<file path="src/design/kwsm_pkg.sv">
// Shared types and codes for the k-way sorted record merge.
// No dependencies; used by kwsm_cell and kway_sorted_record_merge.
package kwsm_pkg;

  localparam logic OP_RECORD = 1'b0;
  localparam logic OP_END    = 1'b1;

  localparam logic [1:0] KIND_RECORD = 2'd0;
  localparam logic [1:0] KIND_DONE   = 2'd1;
  localparam logic [1:0] KIND_ERROR  = 2'd2;

  localparam int unsigned COUNT_W = 4;
  localparam int unsigned INDEX_W = 3;
  localparam int unsigned DATA_W  = 64;

  localparam logic [COUNT_W-1:0] COUNT_RESET = 4'd2;

  typedef struct packed {
    logic found;
    logic ready;
    logic any_head;
    logic all_ended;
  } scan_t;

  typedef enum logic [1:0] {
    ST_IDLE,
    ST_SCAN,
    ST_OUT
  } state_t;

endpackage

</file>
<file path="src/design/kway_sorted_record_merge.sv">
// Top level of the k-way sorted record merge: slot chain, control and
// output register. Depends on kwsm_pkg and kwsm_cell.
//
//  channel  dir  handshake                       payload
//  s_axis   in   s_axis_tvalid / s_axis_tready   tdata: record; tuser: operation, stream_index
//  m_axis   out  m_axis_tvalid / m_axis_tready   tdata: merged_record; tuser: kind, source_stream
//  cfg      in   cfg_we                          cfg_wdata: stream_count
//
// A good word starts a search pass down the chain of MAX_STREAMS cells, one cell a
// cycle; its result goes through the pending register into the output register.
// The next word is taken when the pass ends without a result, or else once the result
// is loaded. An error word skips the pass: its result goes to the pending register.
// A result held back by m_axis_tready waits in the pending register and blocks input.
// rst is synchronous and clears all slot flags; no clearing pass is needed.
module kway_sorted_record_merge #(
  parameter int unsigned MAX_STREAMS  = 8,
  parameter int unsigned RECORD_BYTES = 8
) (
  input  logic        clk,
  input  logic        rst,
  input  logic        cfg_we,
  input  logic [3:0]  cfg_wdata,      // stream_count
  input  logic        s_axis_tvalid,
  output logic        s_axis_tready,
  input  logic [63:0] s_axis_tdata,   // record
  input  logic [3:0]  s_axis_tuser,   // operation, stream_index[2:0]
  output logic        m_axis_tvalid,
  input  logic        m_axis_tready,
  output logic [63:0] m_axis_tdata,   // merged_record
  output logic [4:0]  m_axis_tuser    // kind[1:0], source_stream[2:0]
);

  localparam int unsigned IW    = $clog2(MAX_STREAMS);
  localparam int unsigned REC_W = 8 * RECORD_BYTES;
  localparam int unsigned CNT_W = $clog2(MAX_STREAMS + 1);

  kwsm_pkg::state_t state, state_next;

  logic [kwsm_pkg::COUNT_W-1:0] stream_count;
  logic [CNT_W-1:0]             live_n;
  logic                         done_sent;

  logic                          in_op;
  logic [kwsm_pkg::INDEX_W-1:0]  in_idx;
  logic [REC_W-1:0]              in_rec;
  logic                          s_acc;
  logic                          slot_busy;
  logic                          in_err;

  logic [MAX_STREAMS-1:0] hv;
  logic [MAX_STREAMS-1:0] en;

  logic            go    [MAX_STREAMS+1];
  kwsm_pkg::scan_t ctl   [MAX_STREAMS+1];
  logic [IW-1:0]   cidx  [MAX_STREAMS+1];
  logic [REC_W-1:0] crec [MAX_STREAMS+1];

  logic                 start;
  logic                 scan_done;
  kwsm_pkg::scan_t      res;
  logic                 emit_rec;
  logic                 emit_done;
  logic                 pop;
  logic                 out_free;
  logic                 load_out;

  logic [1:0]                   pend_kind;
  logic [kwsm_pkg::INDEX_W-1:0] pend_src;
  logic [REC_W-1:0]             pend_rec;

  logic [1:0]                   out_kind;
  logic [kwsm_pkg::INDEX_W-1:0] out_src;
  logic [REC_W-1:0]             out_rec;
  logic                         out_valid;

  assign in_op  = s_axis_tuser[0];
  assign in_idx = s_axis_tuser[3:1];
  assign in_rec = s_axis_tdata[REC_W-1:0];

  always_comb begin
    if (stream_count == '0) begin
      live_n = CNT_W'(1);
    end else if (32'(stream_count) > MAX_STREAMS) begin
      live_n = CNT_W'(MAX_STREAMS);
    end else begin
      live_n = CNT_W'(stream_count);
    end
  end

  always_comb begin
    slot_busy = 1'b0;
    for (int i = 0; i < MAX_STREAMS; i++) begin
      if (32'(in_idx) == i) begin
        slot_busy = hv[i] | en[i];
      end
    end
  end

  assign s_acc  = s_axis_tvalid && s_axis_tready;
  assign in_err = (32'(in_idx) >= 32'(live_n)) || slot_busy;

  assign scan_done = go[MAX_STREAMS];
  assign res       = ctl[MAX_STREAMS];
  assign emit_rec  = scan_done && res.ready && res.any_head && res.found;
  assign emit_done = scan_done && !emit_rec && res.all_ended && !done_sent;
  assign pop       = emit_rec;
  assign out_free  = !out_valid || m_axis_tready;

  // next state
  always_comb begin
    state_next = state;
    unique case (state)
      kwsm_pkg::ST_IDLE: begin
        if (s_acc) begin
          state_next = in_err ? kwsm_pkg::ST_OUT : kwsm_pkg::ST_SCAN;
        end
      end
      kwsm_pkg::ST_SCAN: begin
        if (scan_done) begin
          state_next = (emit_rec || emit_done) ? kwsm_pkg::ST_OUT : kwsm_pkg::ST_IDLE;
        end
      end
      kwsm_pkg::ST_OUT: begin
        if (out_free) begin
          state_next = kwsm_pkg::ST_IDLE;
        end
      end
      default: state_next = kwsm_pkg::ST_IDLE;
    endcase
  end

  // outputs of the state machine
  always_comb begin
    s_axis_tready = 1'b0;
    load_out      = 1'b0;
    unique case (state)
      kwsm_pkg::ST_IDLE: s_axis_tready = 1'b1;
      kwsm_pkg::ST_SCAN: ;
      kwsm_pkg::ST_OUT:  load_out = out_free;
      default: ;
    endcase
  end

  always_ff @(posedge clk) begin
    if (rst) begin
      state        <= kwsm_pkg::ST_IDLE;
      stream_count <= kwsm_pkg::COUNT_RESET;
      done_sent    <= 1'b0;
      start        <= 1'b0;
      out_valid    <= 1'b0;
    end else begin
      state <= state_next;
      start <= s_acc && !in_err;
      if (cfg_we) begin
        stream_count <= cfg_wdata;
        done_sent    <= 1'b0;
      end else if (emit_done) begin
        done_sent <= 1'b1;
      end
      if (load_out) begin
        out_valid <= 1'b1;
      end else if (m_axis_tready) begin
        out_valid <= 1'b0;
      end
    end
  end

  always_ff @(posedge clk) begin
    if (s_acc && in_err) begin
      pend_kind <= kwsm_pkg::KIND_ERROR;
      pend_src  <= in_idx;
      pend_rec  <= '0;
    end else if (emit_rec) begin
      pend_kind <= kwsm_pkg::KIND_RECORD;
      pend_src  <= kwsm_pkg::INDEX_W'(cidx[MAX_STREAMS]);
      pend_rec  <= crec[MAX_STREAMS];
    end else if (emit_done) begin
      pend_kind <= kwsm_pkg::KIND_DONE;
      pend_src  <= '0;
      pend_rec  <= '0;
    end
    if (load_out) begin
      out_kind <= pend_kind;
      out_src  <= pend_src;
      out_rec  <= pend_rec;
    end
  end

  assign go[0]   = start;
  assign ctl[0]  = '{found: 1'b0, ready: 1'b1, any_head: 1'b0, all_ended: 1'b1};
  assign cidx[0] = '0;
  assign crec[0] = '0;

  for (genvar g = 0; g < MAX_STREAMS; g++) begin : g_cell
    kwsm_cell #(
      .IDX   (g),
      .IW    (IW),
      .REC_W (REC_W),
      .CNT_W (CNT_W)
    ) u_cell (
      .clk        (clk),
      .rst        (rst),
      .clr        (cfg_we),
      .wr         (s_acc && !in_err),
      .wr_op      (in_op),
      .wr_idx     (in_idx),
      .wr_rec     (in_rec),
      .pop        (pop),
      .pop_idx    (cidx[MAX_STREAMS]),
      .live_n     (live_n),
      .in_go      (go[g]),
      .in_ctl     (ctl[g]),
      .in_idx     (cidx[g]),
      .in_rec     (crec[g]),
      .out_go     (go[g+1]),
      .out_ctl    (ctl[g+1]),
      .out_idx    (cidx[g+1]),
      .out_rec    (crec[g+1]),
      .head_valid (hv[g]),
      .ended      (en[g])
    );
  end

  assign m_axis_tvalid = out_valid;
  assign m_axis_tdata  = 64'(out_rec);
  assign m_axis_tuser  = {out_src, out_kind};

endmodule

</file>
<file path="src/design/kwsm_cell.sv">
// One stream slot: head record, valid and ended flags, and one stage of the
// minimum-search chain. Depends on kwsm_pkg.
module kwsm_cell #(
  parameter int unsigned IDX    = 0,
  parameter int unsigned IW     = 3,
  parameter int unsigned REC_W  = 64,
  parameter int unsigned CNT_W  = 4
) (
  input  logic                        clk,
  input  logic                        rst,
  input  logic                        clr,
  input  logic                        wr,
  input  logic                        wr_op,
  input  logic [kwsm_pkg::INDEX_W-1:0] wr_idx,
  input  logic [REC_W-1:0]            wr_rec,
  input  logic                        pop,
  input  logic [IW-1:0]               pop_idx,
  input  logic [CNT_W-1:0]            live_n,
  input  logic                        in_go,
  input  kwsm_pkg::scan_t             in_ctl,
  input  logic [IW-1:0]               in_idx,
  input  logic [REC_W-1:0]            in_rec,
  output logic                        out_go,
  output kwsm_pkg::scan_t             out_ctl,
  output logic [IW-1:0]               out_idx,
  output logic [REC_W-1:0]            out_rec,
  output logic                        head_valid,
  output logic                        ended
);

  logic [REC_W-1:0] head_record;
  logic             sel;
  logic             live;
  kwsm_pkg::scan_t  ctl_next;
  logic [IW-1:0]    idx_next;
  logic [REC_W-1:0] rec_next;

  assign sel  = wr && (32'(wr_idx) == IDX);
  assign live = (32'(live_n) > IDX);

  always_ff @(posedge clk) begin
    if (rst || clr) begin
      head_valid <= 1'b0;
      ended      <= 1'b0;
    end else begin
      if (sel && wr_op == kwsm_pkg::OP_RECORD) begin
        head_valid <= 1'b1;
      end else if (pop && (32'(pop_idx) == IDX)) begin
        head_valid <= 1'b0;
      end
      if (sel && wr_op == kwsm_pkg::OP_END) begin
        ended <= 1'b1;
      end
    end
  end

  always_ff @(posedge clk) begin
    if (sel && wr_op == kwsm_pkg::OP_RECORD) begin
      head_record <= wr_rec;
    end
  end

  always_comb begin
    ctl_next = in_ctl;
    idx_next = in_idx;
    rec_next = in_rec;
    if (live) begin
      if (head_valid) begin
        ctl_next.any_head  = 1'b1;
        ctl_next.all_ended = 1'b0;
        // strict less-than keeps the lower index on a tie
        if (!in_ctl.found || head_record < in_rec) begin
          ctl_next.found = 1'b1;
          idx_next       = IW'(IDX);
          rec_next       = head_record;
        end
      end else if (!ended) begin
        ctl_next.ready     = 1'b0;
        ctl_next.all_ended = 1'b0;
      end
    end
  end

  always_ff @(posedge clk) begin
    if (rst) begin
      out_go <= 1'b0;
    end else begin
      out_go <= in_go;
    end
  end

  always_ff @(posedge clk) begin
    out_ctl <= ctl_next;
    out_idx <= idx_next;
    out_rec <= rec_next;
  end

endmodule

</file>
<file path="config.mk">
export PLATFORM = sky130hd
export DESIGN_NAME = kway_sorted_record_merge
export DESIGN_NICKNAME = d
export VERILOG_FILES = /design/src/design/kwsm_pkg.sv /design/src/design/kway_sorted_record_merge.sv /design/src/design/kwsm_cell.sv
export SDC_FILE = /design/constraint.sdc
export NUM_CORES = 2
export LEC_CHECK = 0
export BUFFER_PORTS_ARGS = -buffer_cell sky130_fd_sc_hd__buf_4
export CAP_MARGIN = 10
export CORE_MARGIN = 1
export CORE_UTILIZATION = 53
export CTS_BUF_LIST = sky130_fd_sc_hd__clkbuf_8
export CTS_CLUSTER_DIAMETER = 200
export CTS_CLUSTER_SIZE = 16
export DETAILED_ROUTE_END_ITERATION = 10
export GPL_TIMING_DRIVEN = 0
export HOLD_SLACK_MARGIN = 0.02
export PLACE_DENSITY = 0.71
export REMOVE_ABC_BUFFERS = 1
export SETUP_SLACK_MARGIN = 0.2
export SYNTH_ARGS = -nofsm -noshare
export SYNTH_HDL_FRONTEND = slang
export SYNTH_SLANG_ARGS = --single-unit
</file>
<file path="constraint.sdc">
create_clock -name clk -period 15.4 [get_ports clk]
set_clock_uncertainty 0.2 [all_clocks]
set_input_delay 3.08 -clock clk [delete_from_list [all_inputs] [get_ports clk]]
set_output_delay 3.08 -clock clk [all_outputs]
set_load 0.03 [all_outputs]
</file>
### Yosys cells after proc, flatten, opt, wreduce, memory -nomap -nowiden

Cells that the tools add are included.

| word-level totals | value |
|---|---|
| bits in registers | 1247 |
| bits of input ports | 77 |

| operators by class | value |
|---|---|
| order comparisons | 17 |
| equality and inequality tests | 19 |
| multiplexer cells | 142 |
| bitwise logic cells | 10 |
| reduce and logical (&&, ||, !) cells | 84 |

Operator list:

| kind | count |
|---|---|
| 64-bit two-way mux | 23 |
| 64-bit less-than comparator | 7 |
| 1-bit two-way mux | 81 |
| 3-bit two-way mux | 21 |
| 1-bit logical AND | 41 |
| 4-bit two-way mux | 9 |
| 3-bit equality test (second input constant) | 8 |
| 2-bit nonzero test | 10 |
| 4-bit by 3-bit > comparator with 1-bit output (second input constant) | 4 |
| 2-bit two-way mux | 7 |
| 3-bit by 2-bit equality test with 1-bit output (second input constant) | 4 |
| 1-bit zero test | 11 |
| 1-bit logical OR | 11 |
| 4-bit by 1-bit > comparator with 1-bit output (second input constant) | 2 |
| 4-bit by 2-bit > comparator with 1-bit output (second input constant) | 2 |
| 1-bit OR | 8 |
| 3-bit by 1-bit equality test with 1-bit output (second input constant) | 2 |
| 3-bit zero test | 2 |
| 2-bit case mux with 3 select lines | 1 |
| 2-bit OR reduction | 3 |
| 3-bit by 4-bit greater-or-equal comparator with 1-bit output | 1 |
| 4-bit > comparator (second input constant) | 1 |
| 4-bit zero test | 1 |
| 2-bit inequality test (second input constant) | 2 |
| 8 further kinds | 10 |

### Depth between registers and ports, before layout

| logic depth | value |
|---|---|
| depth after elaboration | 15 |
| gate-level depth with buffers | 14 |
| gate-level depth less buffers | 12 |

### Hierarchy

From an unflattened synthesis, not the netlist that was laid out.

| unflattened totals | value |
|---|---|
| cell total of the unflattened synthesis | 4671 |
| area, all modules | 55682.2 um^2 |

Modules (own cells, without submodules):

| module | instances | cells an instance | area an instance (um^2) | sequential area each (um^2) |
|---|---|---|---|---|
| kwsm_cell (g_cell[4].u_cell) | 1 | 771 | 7563.5 | 3403.3 |
| kwsm_cell (g_cell[6].u_cell) | 1 | 768 | 7385.8 | 3403.3 |
| kwsm_cell (g_cell[1].u_cell) | 1 | 458 | 6069.6 | 3403.3 |
| kwsm_cell (g_cell[2].u_cell) | 1 | 455 | 6010.8 | 3403.3 |
| kwsm_cell (g_cell[3].u_cell) | 1 | 463 | 5914.4 | 3403.3 |
| kwsm_cell (g_cell[0].u_cell) | 1 | 456 | 5908.2 | 3403.3 |
| kwsm_cell (g_cell[7].u_cell) | 1 | 460 | 5900.7 | 3403.3 |
| kwsm_cell (g_cell[5].u_cell) | 1 | 461 | 5896.9 | 3403.3 |
| kway_sorted_record_merge | 1 | 379 | 5032.3 | 3663.5 |

### Worst setup path before layout

No wires, ideal clock.

| timing path | value |
|---|---|
| path type | input port to flip-flop |
| from | input port s_axis_tuser[1] |
| to | register g_cell[0].u_cell.head_record[0] (enable) |
| setup time | 0.565 ns |
| arrival | 9.097 ns |
| required time | 14.635 ns |
| slack | 5.538 ns |
| cell stages on the path | 10 |
| path buffers | 1 |
| path through | buf_2 > inv_1 > ha_1 > nand2b_1 > a21o_1 > a21oi_1 > o211ai_1 > nor3_1 > nand2_1 > nor3_1 |

| between the ends | value |
|---|---|
| longest elaborated chain between the ends | 14 |

Ends and longest elaborated chain:

| what | RTL line | RTL |
|---|---|---|
| start, declared | kway_sorted_record_merge.sv:26 | `input logic [3:0] s_axis_tuser,` |
| 3-bit zero test | kway_sorted_record_merge.sv:93, kwsm_cell.sv:38 |  |
| 1-bit two-way mux (8 in series) | kway_sorted_record_merge.sv:93 | `if (32'(in_idx) == i) begin` |
| 1-bit logical OR | kway_sorted_record_merge.sv:100 | `assign in_err = (32'(in_idx) >= 32'(live_n)) \|\| slot_busy;` |
| 1-bit zero test | kway_sorted_record_merge.sv:204 | `.wr (s_acc && !in_err),` |
| 1-bit logical AND | kway_sorted_record_merge.sv:204 |  |
| 1-bit logical AND * | kwsm_cell.sv:38 | `assign sel = wr && (32'(wr_idx) == IDX);` |
| 1-bit logical AND * | kwsm_cell.sv:58 | `if (sel && wr_op == kwsm_pkg::OP_RECORD) begin` |
| end signal, assigned | kwsm_cell.sv:59 | `head_record <= wr_rec;` |
| end, declared | kwsm_cell.sv:31 | `logic [REC_W-1:0] head_record;` |

Mark *: on every way between the ends. The rest lies on a longest branch, timed or not.
A chain may end at the register's enable or synchronous reset.

### Worst setup path after layout

| timing path | value |
|---|---|
| from | input port s_axis_tuser[1] |
| to | register g_cell[0].u_cell.head_record[6] (enable) |

Same word-level chain as after synthesis.

==> results_dict.tcl <==
set metrics [dict create \
    outcome "finished clean" \
    clk_latency_ps 730 \
    period_share_pct 43.1 \
    mostFrequentLayoutCells "dfxtp_1, edfxtp_1, inv_1" \
    grt_overflow_total 0 \
    synth-seq-area-share_pct 61.8 \
    hold_viol 0 \
    syn_inst 3661 \
    post-route-util_pct 58.9 \
    max_cap_viol_count 0 \
    gp_congestion 0.852 \
    antenna_found_initial 3 \
    crit_arrival_ps 6870 \
    syn_area_per_cell_um2 13.5 \
    cts_hold_buf 0 \
    port_buffers 147 \
    ant_nets 0 \
    finalSetupViolCount 0 \
    placedInstanceArea_um2 52700 \
    tightestPinTransition_ps 1380 \
    report.final.slew_viol_count 0 \
    crit_required_ps 15640 \
    route.met2.wl_mm 47.3 \
    fin_area_um2 54200 \
    clkSinkCount 1236 \
    drt-total-wl_mm 94.0 \
    die_h_um 308 \
    layout_commonest_cell "dfxtp_1" \
    ios 148 \
    period_minus_slack_ps 6630 \
    rsz0062_at_grt "no" \
    p_leak_nw 20.7 \
    holdWs_ps 214 \
    ys_ff_latch 1236 \
    firstDrtPassIters 5 \
    cts_root_buf "clkbuf_8" \
    cts_made_buffers 87 \
    initial_core_util_pct 53.7 \
    fin_nets 4386 \
    hold_path_class "flop to flop" \
    wl_met1_mm 41.1 \
    tns_ps 0 \
    pre_cts_slack_ps 8060 \
    synth_flop_cell "dfxtp_1" \
    ir_drop_mv 0.0632 \
    maxSlewHeadroom_pct 7.94 \
    drt_iter0_drc 1502 \
    drive_gt1_share_pct 17.7 \
    ctsResizeCount 0 \
    yosysUniqueCellTypes 66 \
    core_area_um2 92100 \
    cp_max_fo 15 \
    grt_max_degree 66 \
    htree_num_levels 3 \
    synth_edf_count 584 \
    powerDensity_nw_per_um2 96.1 \
    cts_tree "built" \
    fmax_ghz 0.151 \
    grt_usage_pct 19.9 \
    grt_first_pass_wirelength_mm 146 \
    rows 111 \
    top_layer "met4" \
    ys_warn_count 0 \
    async_flop_share_pct 0 \
    vias_per_cell 5.26 \
    synth_area_um2 49500 \
    area_delta_synth_final_pct 9.63 \
    postCtsSetupBuffers 0 \
    end_kind "flop" \
    clockBufferDepth 3 \
    die_area_um2 94600 \
    crit_type "primary input to flop" \
    clkTransAtPathRegs_ps 100 \
    routed-via-count 27200 \
    setup_slack_ps 8770 \
    regArea_um2 30600 \
    grt_pass1_vias 27500 \
    multi_input_area_um2 16900 \
    avgRoutedWirePerCell_um 18.2 \
    drc 0 \
    wl_met3_mm 3.73 \
    fill_cells 7176 \
    place_hpwl_mm 71.1 \
    critPathLaunchType "primary input" \
    fp.dieW_um 308 \
]
==> cell usage after synthesis, types with 4 or more instances <==
cell,instances,area share (%)
a21boi_0,5,0.076
o31a_1,8,0.14
nor4_1,13,0.16
or3_1,5,0.063
a22o_1,64,1.1
o211ai_1,7,0.11
buf_6,6,0.14
nand2b_1,28,0.35
nor2_1,87,0.66
dfxtp_1,652,26
a21oi_1,150,1.5
a31oi_1,11,0.14
mux2_2,324,7.4
o21a_1,21,0.32
o22ai_1,7,0.088
clkbuf_1,26,0.20
nand4_1,83,1.0
o31ai_1,6,0.091
buf_4,8,0.12
a211oi_1,26,0.39
mux2_1,64,1.5
o221ai_1,5,0.088
nand3_1,36,0.36
nor2b_1,36,0.46
and3_1,6,0.076
mux2_4,60,1.8
edfxtp_1,584,35
inv_1,455,3.5
nor3_1,27,0.27
and2_1,69,0.87
buf_2,38,0.38
ha_1,444,11
a2111oi_0,15,0.27
and4_1,4,0.071
a21o_1,54,0.82
nand2_1,91,0.69
o21ai_0,85,0.86
==> report_power, final <==
part           leakage, nW  total [mW]  switching (mW)  internal [mW]
Combinational         9.20       0.191           0.125         0.0657
Clock                0.978        1.54           0.994          0.544
Sequential            10.5        3.49          0.0176           3.47
==> flip-flops by register name (all words and copies together), names as in the netlist, 3 cells and up <==
name,count
g_cell.u_cell.head_record,512
g_cell.u_cell.out_rec,512
m_axis_tdata,64
pend_rec,64
g_cell.u_cell.out_ctl,24
g_cell.u_cell.out_idx,17
g_cell.u_cell.ended,8
g_cell.u_cell.head_valid,8
g_cell.u_cell.out_go,8
stream_count,4
out_src,3
pend_src,3
==> through the flow <==
step	instances	total power, mW
3_5_place_dp	5019	3.76
3_3_place_gp	4973	3.75
2_1_floorplan	3583	3.65
6_report	5177	5.22
5_1_grt	5176	5.42
4_1_cts	5175	5.27
==> per-layer routing <==
metal | up-vias | track usage [%]
li1 | 13500 | -
met5 | - | 0
met2 | 399 | 35.7
met1 | 13200 | 24.8
met4 | 0 | 5.35
met3 | 112 | 2.82
==> cells by family (layout without fill, tap and decap cells) <==
family,count (synthesis),after routing,synth area share (%)
fa+ha+maj,444,444,11.2
compound gates,499,499,6.67
other cells,0,2,0
flops,1236,1236,61.8
simple gates,498,498,5.29
mux,451,451,10.7
buf+inv,533,804,4.29
==> worst max-delay path: stages <==
cell      delay [ps]
buf_4            180
inv_1            150
ha_1             330
nand2b_1         150
a21o_1           170
a21oi_1          150
o211ai_1         270
nor3_1           430
nand2_1          380
nor3_2           730
buf_8            230
buf_6            190
buf_6            190
buf_6            180
==> final timing paths <==
path	startpoint	to	slack [ps]	depth (start not counted)
hold reg to reg	g_cell[4].u_cell.out_idx[0]$_DFF_P_	g_cell[5].u_cell.out_idx[0]$_DFF_P_	210	1
hold / removal	g_cell[4].u_cell.out_idx[0]$_DFF_P_	g_cell[5].u_cell.out_idx[0]$_DFF_P_	210	1
setup reg to reg	g_cell[5].u_cell.head_record[47]$_DFFE_PP_	g_cell[5].u_cell.out_rec[8]$_DFF_P_	10670	10
setup / recovery	s_axis_tuser[1]	g_cell[0].u_cell.head_record[6]$_DFFE_PP_	8770	14
==> cell type report <==
cell class              instances  area share, %
repair buffers                193           3.62
clock buffers                  89           2.26
clock inverters                67          0.514
diodes                          2        0.00923
flip-flops and latches       1236           56.4
multi-input cells            1892           31.2
well taps                    1243           2.87
inverters                     455           3.15
No activity file was read; power rests on OpenSTA's default activity.
